===== config.mk =====
export PLATFORM = sky130hd
export DESIGN_NAME = card_reader_column_channel_unit
export DESIGN_NICKNAME = d
export VERILOG_FILES = /design/src/crcc_pkg.sv /design/src/card_reader_column_channel_unit.sv /design/src/crcc_colmem.sv /design/src/crcc_outreg.sv
export VERILOG_INCLUDE_DIRS = /design/src /design/src/src
export SDC_FILE = /design/constraint.sdc
export NUM_CORES = 1
export LEC_CHECK = 0
export ABC_AREA = 0
export BUFFER_PORTS_ARGS = -buffer_cell sky130_fd_sc_hd__buf_2
export CAP_MARGIN = 15
export CELL_PAD_IN_SITES_DETAIL_PLACEMENT = 1
export CELL_PAD_IN_SITES_GLOBAL_PLACEMENT = 1
export CORE_MARGIN = 2
export CORE_UTILIZATION = 50
export CTS_BUF_LIST = sky130_fd_sc_hd__clkbuf_8
export CTS_CLUSTER_DIAMETER = 100
export DETAILED_ROUTE_END_ITERATION = 8
export GPL_ROUTABILITY_DRIVEN = 0
export MAX_ROUTING_LAYER = met4
export PLACE_DENSITY_LB_ADDON = 0.08
export SETUP_SLACK_MARGIN = 0.2
export SLEW_MARGIN = 20
export SYNTH_ARGS = -nofsm -noshare
export SYNTH_HDL_FRONTEND = slang
export SYNTH_SLANG_ARGS = --single-unit

===== constraint.sdc =====
create_clock -name clk -period 5.7 [get_ports clk]
set_clock_uncertainty 0.1 [all_clocks]
set_input_delay 1.14 -clock clk [delete_from_list [all_inputs] [get_ports clk]]
set_output_delay 1.14 -clock clk [all_outputs]
set_load 0.005 [all_outputs]

===== src/assert_macros.svh =====
// assertion macros shared by the card reader channel rtl
`ifndef ASSERT_MACROS_SVH
`define ASSERT_MACROS_SVH

// checked at every clock edge outside reset
`define CRCC_ASSERT_RST(label, prop, msg) \
	label: assert property (@(posedge clk) disable iff (!arst_n) (prop)) else $error(msg);

// checked at every clock edge, reset included
`define CRCC_ASSERT_ALWAYS(label, prop, msg) \
	label: assert property (@(posedge clk) (prop)) else $error(msg);

`endif


===== src/crcc_pkg.sv =====
// types, codes and the punch decode table for the card reader channel
package crcc_pkg;

	localparam int unsigned CARD_COLUMNS_DEF = 80;

	typedef enum logic [2:0] {
		OP_CONNECT    = 3'd0,
		OP_CONTROL    = 3'd1,
		OP_DISCONNECT = 3'd2,
		OP_SKIP_TEST  = 3'd3,
		OP_READ_CHAR  = 3'd4,
		OP_LOAD_COL   = 3'd5,
		OP_TICK       = 3'd6,
		OP_WRITE      = 3'd7
	} op_t;

	typedef enum logic [1:0] {
		ERR_OK        = 2'd0,
		ERR_WRONG_CH  = 2'd1,
		ERR_BUSY      = 2'd2,
		ERR_WRITE_REJ = 2'd3
	} err_t;

	typedef enum logic [1:0] {
		RS_IDLE    = 2'd0,
		RS_FEEDING = 2'd1,
		RS_READING = 2'd2
	} rstat_t;

	localparam logic [5:0] CTL_SKIP_CARD = 6'd16;
	localparam logic [5:0] SKC_FEED      = 6'd4;
	localparam logic [5:0] SKC_READY     = 6'd8;
	localparam logic [5:0] SKC_FIRST     = 6'd16;

	localparam logic [5:0] CODE_ILLEGAL = 6'o77;
	localparam logic [5:0] CODE_BLANK   = 6'o60;

	// one result transaction
	typedef struct packed {
		logic [5:0] ch;
		logic       chv;
		logic       skip;
		err_t       err;
		logic       eor;
		logic       eflag;
		logic       disc;
		logic       xfer;
	} res_t;

	// hollerith column to six-bit internal code
	function automatic logic [5:0] punch_to_code(input logic [11:0] col);
		logic [6:0] code;
		logic [8:0] rows;
		logic [3:0] msb;
		logic [3:0] nset;
		logic       bad;
		code = '0;
		rows = col[8:0];
		msb  = '0;
		nset = '0;
		bad  = 1'b0;
		case (col[11:9])
			3'b000: code = (col[8:0] == '0) ? {1'b0, CODE_BLANK} : 7'o00;
			3'b001: code = 7'o60;
			3'b010: code = 7'o40;
			3'b011: code = 7'o52;
			3'b100: code = 7'o20;
			3'b101: code = 7'o32;
			default: bad = 1'b1;
		endcase
		// row 8 adds eight, the one remaining row 1..9 adds its number
		if (rows[1]) begin
			code = code + 7'd8;
			rows[1] = 1'b0;
		end
		for (int i = 0; i < 9; i++) begin
			if (rows[i]) begin
				msb  = 4'(i);
				nset = nset + 4'd1;
			end
		end
		if (rows != '0)
			code = code + 7'(4'd9 - msb);
		if (nset > 4'd1)
			bad = 1'b1;
		if (col[11:9] == 3'b000 && col[8:0] == '0)
			return CODE_BLANK;
		if (col[11:9] == 3'b001 && col[8:0] == '0)
			return 6'o00;
		if (bad)
			return CODE_ILLEGAL;
		return code[5:0];
	endfunction

endpackage


===== src/card_reader_column_channel_unit.sv =====
// card reader channel top level: reader control around the column store
// results are registered; read char first passes a store read phase
// (column store read, then decode and state update)
// throughput: one transaction per cycle unless a held result stalls; read char stalls its successor
// reset: reader idle, pointer and flags cleared, channel number 0;
// column store contents stay undefined until loaded
`include "assert_macros.svh"

module card_reader_column_channel_unit
	import crcc_pkg::*;
#(
	parameter int unsigned CARD_COLUMNS = CARD_COLUMNS_DEF
) (
	input  logic        clk,
	input  logic        arst_n,
	// configuration
	input  logic        cfg_we,
	input  logic [2:0]  cfg_wdata,
	// operation channel
	input  logic        in_valid,
	output logic        in_stall,
	input  logic [2:0]  opcode,
	input  logic [2:0]  channel_sel,
	input  logic        binary_mode,
	input  logic [5:0]  control_code,
	input  logic [5:0]  skip_cond,
	input  logic        hopper_has_card,
	input  logic [6:0]  column_index,
	input  logic [11:0] column_data,
	input  logic        card_ok,
	// result channel
	output logic        out_valid,
	input  logic        out_stall,
	output logic [5:0]  char_out,
	output logic        char_valid,
	output logic        skip_taken,
	output logic [1:0]  error_code,
	output logic        end_of_record,
	output logic        error_flag,
	output logic        disconnect_req,
	output logic        transfer_request
);

	localparam int unsigned AW = (CARD_COLUMNS > 1) ? $clog2(CARD_COLUMNS) : 1;
	localparam int unsigned PW = $clog2(CARD_COLUMNS + 1);

	// sequencing: accept phase, then one store read phase for read char
	typedef enum logic [1:0] {
		PH_IDLE = 2'b01,
		PH_READ = 2'b10
	} ph_t;

	ph_t          ph_q, ph_d;
	logic [2:0]   chan_q;
	rstat_t       status_q, status_d;
	logic [PW-1:0] ptr_q, ptr_d;
	logic         loaded_q, loaded_d;
	logic [7:0]   half_q, half_d;
	logic         sbin_q, sbin_d;
	logic         pend_q, pend_d;
	logic         xfer_q, xfer_d;
	logic         timer_q, timer_d;

	logic         in_fire;
	logic         chan_ok;
	logic         res_load;
	res_t         res;
	res_t         res_q;
	op_t          op;
	logic [PW-1:0] ptr_eff;

	logic          mem_we;
	logic          mem_re;
	logic [AW-1:0] mem_raddr;
	logic [11:0]   mem_rdata;

	// stall while a read is in flight or the result register cannot drain
	assign in_stall = !(ph_q == PH_IDLE && (!out_valid || !out_stall));
	assign in_fire  = in_valid && !in_stall;
	assign chan_ok  = (channel_sel == chan_q);
	assign op       = op_t'(opcode);

	// a read on an unloaded card starts at column zero
	assign ptr_eff   = loaded_q ? ptr_q : '0;
	assign mem_raddr = ptr_eff[AW-1:0];
	assign mem_we    = in_fire && op == OP_LOAD_COL && 32'(column_index) < CARD_COLUMNS;

	// the store is written only in the accept phase and read one phase later,
	// so a load followed by a read always sees the new column
	crcc_colmem #(
		.CARD_COLUMNS(CARD_COLUMNS)
	) u_colmem (
		.clk   (clk),
		.we    (mem_we),
		.waddr (column_index[AW-1:0]),
		.wdata (column_data),
		.re    (mem_re),
		.raddr (mem_raddr),
		.rdata (mem_rdata)
	);

	always_comb begin
		ph_d     = ph_q;
		status_d = status_q;
		ptr_d    = ptr_q;
		loaded_d = loaded_q;
		half_d   = half_q;
		sbin_d   = sbin_q;
		pend_d   = pend_q;
		xfer_d   = xfer_q;
		timer_d  = timer_q;
		res      = '0;
		res.err  = ERR_OK;
		res_load = 1'b0;
		mem_re   = 1'b0;
		unique case (ph_q)
			PH_IDLE: begin
				if (in_fire) begin
					res_load = 1'b1;
					unique case (op)
						OP_CONNECT: begin
							if (!chan_ok) begin
								res.err = ERR_WRONG_CH;
							end else if (timer_q) begin
								res.err = ERR_BUSY;
							end else begin
								if (status_q == RS_IDLE && hopper_has_card) begin
									// start feeding a new card
									status_d = RS_FEEDING;
									loaded_d = 1'b0;
									ptr_d    = '0;
									xfer_d   = 1'b0;
									timer_d  = 1'b1;
								end else if (binary_mode != sbin_q) begin
									// mode change: leaving binary mid-column skips its low half
									if (sbin_q && half_q[0] && 32'(ptr_q) < CARD_COLUMNS)
										ptr_d = ptr_q + PW'(1);
									half_d = '0;
								end
								sbin_d = binary_mode;
							end
						end
						OP_CONTROL: begin
							if (!chan_ok) begin
								res.err = ERR_WRONG_CH;
							end else if (control_code == CTL_SKIP_CARD) begin
								// skip the rest of the card
								timer_d   = 1'b0;
								status_d  = RS_IDLE;
								xfer_d    = 1'b0;
								res.eor   = 1'b1;
								res.disc  = 1'b1;
							end
						end
						OP_DISCONNECT: begin
							// no channel check here
							xfer_d  = 1'b0;
							timer_d = 1'b0;
						end
						OP_SKIP_TEST: begin
							if (!chan_ok) begin
								res.err = ERR_WRONG_CH;
							end else if (skip_cond == SKC_FEED || skip_cond == SKC_READY) begin
								res.skip = (status_q == RS_IDLE) && hopper_has_card;
							end else if (skip_cond == SKC_FIRST) begin
								res.skip = (status_q == RS_READING) &&
									((sbin_q && half_q < 8'd2) || half_q < 8'd1);
							end
						end
						OP_READ_CHAR: begin
							xfer_d = 1'b0;
							if (!loaded_q && !card_ok) begin
								// failed card fetch ends the record with an error
								status_d  = RS_IDLE;
								timer_d   = 1'b0;
								ptr_d     = '0;
								res.eor   = 1'b1;
								res.eflag = 1'b1;
								res.disc  = 1'b1;
							end else begin
								if (!loaded_q) begin
									status_d = RS_READING;
									ptr_d    = '0;
									loaded_d = 1'b1;
									half_d   = '0;
								end
								// fetch the column, finish in the read phase
								mem_re   = 32'(ptr_eff) < CARD_COLUMNS;
								ph_d     = PH_READ;
								res_load = 1'b0;
							end
						end
						OP_LOAD_COL: begin
							// store write happens on mem_we
						end
						OP_TICK: begin
							if (timer_q) begin
								xfer_d = 1'b1;
								if (pend_q) begin
									// end of card reached on the previous read
									xfer_d   = 1'b0;
									pend_d   = 1'b0;
									timer_d  = 1'b0;
									status_d = RS_IDLE;
									res.eor  = 1'b1;
								end
							end
						end
						OP_WRITE: begin
							res.err = ERR_WRITE_REJ;
						end
						default: begin
							res.err = ERR_WRITE_REJ;
						end
					endcase
				end
			end
			PH_READ: begin
				res_load = 1'b1;
				ph_d     = PH_IDLE;
				if (32'(ptr_q) < CARD_COLUMNS) begin
					res.chv = 1'b1;
					if (sbin_q) begin
						// binary: high half first, then low half and advance
						if (half_q[0]) begin
							res.ch = mem_rdata[5:0];
							ptr_d  = ptr_q + PW'(1);
						end else begin
							res.ch = mem_rdata[11:6];
						end
						half_d = half_q + 8'd1;
					end else begin
						res.ch = punch_to_code(mem_rdata);
						ptr_d  = ptr_q + PW'(1);
					end
				end
				// last column taken: end of record on the next tick
				if (32'(ptr_d) >= CARD_COLUMNS) begin
					pend_d  = 1'b1;
					timer_d = 1'b1;
				end
			end
			default: begin
				ph_d = PH_IDLE;
			end
		endcase
		res.xfer = xfer_d;
	end

	always_ff @(posedge clk or negedge arst_n) begin
		if (!arst_n) begin
			ph_q     <= PH_IDLE;
			chan_q   <= '0;
			status_q <= RS_IDLE;
			ptr_q    <= '0;
			loaded_q <= 1'b0;
			half_q   <= '0;
			sbin_q   <= 1'b0;
			pend_q   <= 1'b0;
			xfer_q   <= 1'b0;
			timer_q  <= 1'b0;
		end else begin
			ph_q     <= ph_d;
			status_q <= status_d;
			ptr_q    <= ptr_d;
			loaded_q <= loaded_d;
			half_q   <= half_d;
			sbin_q   <= sbin_d;
			pend_q   <= pend_d;
			xfer_q   <= xfer_d;
			timer_q  <= timer_d;
			if (cfg_we)
				chan_q <= cfg_wdata;
		end
	end

	// result register parts the two channels
	crcc_outreg u_outreg (
		.clk       (clk),
		.arst_n    (arst_n),
		.load      (res_load),
		.res_d     (res),
		.out_stall (out_stall),
		.out_valid (out_valid),
		.res_q     (res_q)
	);

	assign char_out         = res_q.ch;
	assign char_valid       = res_q.chv;
	assign skip_taken       = res_q.skip;
	assign error_code       = res_q.err;
	assign end_of_record    = res_q.eor;
	assign error_flag       = res_q.eflag;
	assign disconnect_req   = res_q.disc;
	assign transfer_request = res_q.xfer;

	// a read phase always returns to the idle phase
	`CRCC_ASSERT_RST(a_read_one_cycle, ph_q == PH_READ |=> ph_q == PH_IDLE, "read phase stuck")
	// the column pointer never runs past the end of the card
	`CRCC_ASSERT_RST(a_ptr_range, 32'(ptr_q) <= CARD_COLUMNS, "column pointer out of range")
	// a new result only lands in a free or draining result register
	`CRCC_ASSERT_RST(a_no_overwrite, res_load |-> (!out_valid || !out_stall), "result overwritten")
	// a held result blocks new transactions
	`CRCC_ASSERT_ALWAYS(a_hold_stalls, (out_valid && out_stall) |-> in_stall, "accept while result held")

endmodule


===== src/crcc_colmem.sv =====
// column store: one write port, one registered read port
module crcc_colmem
	import crcc_pkg::*;
#(
	parameter int unsigned CARD_COLUMNS = CARD_COLUMNS_DEF,
	localparam int unsigned AW = (CARD_COLUMNS > 1) ? $clog2(CARD_COLUMNS) : 1
) (
	input  logic          clk,
	input  logic          we,
	input  logic [AW-1:0] waddr,
	input  logic [11:0]   wdata,
	input  logic          re,
	input  logic [AW-1:0] raddr,
	output logic [11:0]   rdata
);

	logic [11:0] mem [CARD_COLUMNS];

	always_ff @(posedge clk) begin
		if (we)
			mem[waddr] <= wdata;
	end

	always_ff @(posedge clk) begin
		if (re)
			rdata <= mem[raddr];
	end

endmodule


===== src/crcc_outreg.sv =====
// output register holding one result transaction until it is taken
module crcc_outreg
	import crcc_pkg::*;
(
	input  logic clk,
	input  logic arst_n,
	input  logic load,
	input  res_t res_d,
	input  logic out_stall,
	output logic out_valid,
	output res_t res_q
);

	logic valid_q;

	always_ff @(posedge clk or negedge arst_n) begin
		if (!arst_n) begin
			valid_q <= 1'b0;
		end else if (load) begin
			valid_q <= 1'b1;
		end else if (!out_stall) begin
			valid_q <= 1'b0;
		end
	end

	always_ff @(posedge clk) begin
		if (load)
			res_q <= res_d;
	end

	assign out_valid = valid_q;

endmodule


==> impl_metrics.yaml <==
run_status:
  status: "completed"
logic_synthesis:
  ys_ff_latch: 1014
  synth_nets: 2876
  ys_async_sr_fraction_pct: 2.761
  ys.flop_type: "edfxtp_1"
  netlist_area_um2: 42120
  yosysWarnings: 0
  synth_edf_count: 986
  syn_area_per_cell_um2: 15.00
  yosys.cell_types.count: 77
  syn_inst: 2808
  ys_seq_area_share_pct: 71.96
floorplan:
  io_pins: 64
  rows: 106
  initial_core_util_pct: 50.41
  die_w_um: 294.2
  die_area_um2: 86580
  die_h_um: 294.2
  core_area_um2: 83560
worst_setup_path:
  crit_fanout: 6
  cp-start-kind: "flop"
  cp_data_arrival_time_ps: 5140
  criticalPathCategory: "reg2reg"
  cp-end-kind: "flop"
  required_ps: 6180
global_routing:
  grt_overflow_total: 0
  grt_use_total_pct: 29.97
  grt_pass1_wl_um: 183200
  grt_antenna_before_repair: 2
  grt_max_degree: 125
  first_global_vias: 27311
clocking:
  cts.clk_slew.worst_paths_ps: 60
  htreeDepth: 4
  cts_buffers: 166
  holdBufCountCts: 0
  clkSinkCount: 1014
  root_buffer: "clkbuf_8"
  postCtsSetupRepairBufs: 0
  cts.path.max_buffers: 3
  clk_latency_ps: 860
  cts_tree: "done"
  cts_resized: 0
layout:
  final_util_pct: 56.25
  stdcell_count: 4186
  n_fill_cell: 7929
  fin_nets: 3050
  area_growth_pct: 11.58
  drive_gt1_share_pct: 16.37
detailed_routing:
  first_pass_iters: 8
  num_vias: 26760
  final_antenna_net_count: 0
  drc_errors: 0
  finalWirelength_um: 124900
  routedWlPerCell_um: 29.83
  vias_per_cell: 6.393
  drt_iter0_markers: 3026
power_and_ir_drop:
  irDropWorstVdd_uv: 299.8
  p_leak_nw: 15.50
  powerDensity_nw_per_um2: 420.9
worst_hold_path:
  min_path_type: "in2async"
placed_design:
  placed_cells: 3893
  pre_cts_slack_ps: 1038
  io_buffers: 63
  detailed_place_hpwl_um: 78070
timing:
  setup_slack_ps: 1033
  max_slew_margin_pct: 24.88
  fmax_mhz: 214.3
  hold_viol_final: 0
  final.period_utilization_pct: 81.88
  grt_setup_unrepaired: "no"
  setup_tns_ps: 0
  fin_crit_ps: 4667
  finalSetupViolCount: 0
  final-max-slew-violation-count: 0
  worstMarginPinSlew_ps: 1124
run:
  maxCapViolCount: 0
[cell usage in the layout (no fill, tap or decap), types with 20 or more instances in the layout]
cell type  count
clkinv_1      38
a22oi_1       37
mux4_2        36
mux2i_1      141
nor2b_1       23
a222oi_1      60
o22a_1        51
buf_2         51
nand2_1      195
a211oi_1      27
inv_1         85
a21oi_1      145
a31oi_1       52
nand3b_1      31
ha_1          20
nand3_1       27
dfrtp_1       25
o21ai_0      154
buf_4        147
nor2_1       165
edfxtp_1     986
o22ai_1      123
mux2_2        31
nor3_1        42
clkbuf_8     167
a2111oi_0     26
[final cells by class]
class	instances	area (um^2)	area share, %
Sequential cell	1014	30320	64.51
Timing Repair Buffer	202	1439	3.061
Antenna cell	3	7.507	0.01597
Inverter	39	150.1	0.3195
Clock buffer	167	2298	4.890
Multi-Input combinational cell	1559	10720	22.81
Tap cell	1080	1351	2.875
Clock inverter	122	713.2	1.517
[power by group]
group          internal [W]  switching [W]
Clock               0.00301        0.00292
Sequential          0.00830       0.000220
Combinational       0.00176        0.00358
Total                0.0131        0.00672
[worst paths after layout]
| check | to | slack, ps | cells after the start | start |
|---|---|---|---|---|
| worst max-delay path | u_outreg.res_q[13] | 1030 | 21 | u_colmem.rdata[2] |
| worst min-delay path | half_q[2] | 250 | 1 | arst_n |
| worst max register to register | u_outreg.res_q[13] | 1030 | 21 | u_colmem.rdata[2] |
| worst min register to register | xfer_q | 400 | 1 | xfer_q |
| max in group asynchronous | ptr_q[0] | 4710 | 1 | arst_n |
| min in group clk | xfer_q | 400 | 1 | xfer_q |
[synthesized netlist by cell type, drive strengths merged, types with 3 or more instances]
cell / n / area [um^2]
a2111oi: 27 / 236.5
a211oi: 34 / 290.3
a21o: 3 / 22.52
a21oi: 145 / 725.7
a221oi: 14 / 122.6
a222oi: 60 / 600.6
a22oi: 37 / 277.8
a31oi: 52 / 325.3
a41oi: 3 / 33.79
and2: 3 / 18.77
and3: 10 / 62.56
buf: 90 / 584.3
clkbuf: 106 / 399.1
dfrtp: 27 / 675.7
edfxtp: 986 / 29610
ha: 20 / 250.2
inv: 39 / 146.4
mux2: 31 / 349.1
mux2i: 141 / 1411
mux4: 36 / 810.8
nand2: 197 / 747.0
nand2b: 3 / 18.77
nand3: 27 / 135.1
nand3b: 31 / 232.7
nand4: 9 / 56.30
nor2: 169 / 649.4
nor2b: 25 / 156.4
nor3: 43 / 215.2
nor4: 6 / 37.54
o21ai: 156 / 780.8
o221ai: 3 / 26.28
o22a: 51 / 446.7
o22ai: 124 / 782.0
o31a: 13 / 113.9
o31ai: 4 / 30.03
o41ai: 3 / 26.28
or2: 3 / 18.77
or3: 15 / 93.84
or4: 3 / 22.52
xnor2: 21 / 214.0
xor2: 10 / 106.4
[stage by stage]
| stage | instance area, um^2 | hold slack [ps] | power, W |
|---|---|---|---|
| 6_report | 47000 | 248.8 | 0.01978 |
| 3_3_place_gp | 43950 | 359.5 | 0.01384 |
| 4_1_cts | 46970 | 194.6 | 0.01983 |
| 2_1_floorplan | 42120 | 348.7 | 0.01212 |
| 5_1_grt | 47000 | 259.8 | 0.02055 |
| 3_5_place_dp | 43950 | 383.0 | 0.01392 |
[critical path, cell delays in order, from the launching register on]
cell and delay (ps):
edfxtp_1 440, inv_1 90, ha_1 430, xor2_4 240, ha_1 360, nand2b_1 150
nand3b_1 100, o21ai_0 120, xnor2_1 280, nor2_1 90, a21oi_1 140, a21oi_1 80
ha_1 360, nand2_1 80, o21ai_0 100, ha_1 290, nand3b_1 150, o21ai_0 90
a31oi_1 80, nor2_1 350, and3_1 220, a21oi_1 70
[metal layers]
| metal | wire (um) | share of wire (%) | global-route usage (%) | vias up |
|---|---|---|---|---|
| met2 | 59630 | 48 | 46.42 | 1155 |
| met5 | 0 | 0 | - | - |
| met3 | 8877 | 7.1 | 5.113 | 226 |
| li1 | - | - | - | 11553 |
| met4 | 3669 | 2.9 | 10.19 | 0 |
| met1 | 52690 | 42 | 40.45 | 13826 |
[kinds of logic after synthesis]
| group | synth area share (%) |
|---|---|
| AO/OA/AOI/OAI | 11.88 |
| multiplexers | 6.104 |
| flip-flops | 71.96 |
| other | 0.008903 |
| buffers and inverters | 2.682 |
| AND/OR/NAND/NOR | 6.015 |
| XOR/XNOR | 0.7604 |
| adder cells (fa/ha/maj) | 0.5941 |
[state kept, by name (all words and copies together), names as in the netlist, 2 cells and up]
register        cells
ph_q                2
half_q              8
ptr_q               7
status_q            2
u_outreg.res_q     14
chan_q              3
u_colmem.mem      960
u_colmem.rdata     12
(Power assumes the default switching activity.)
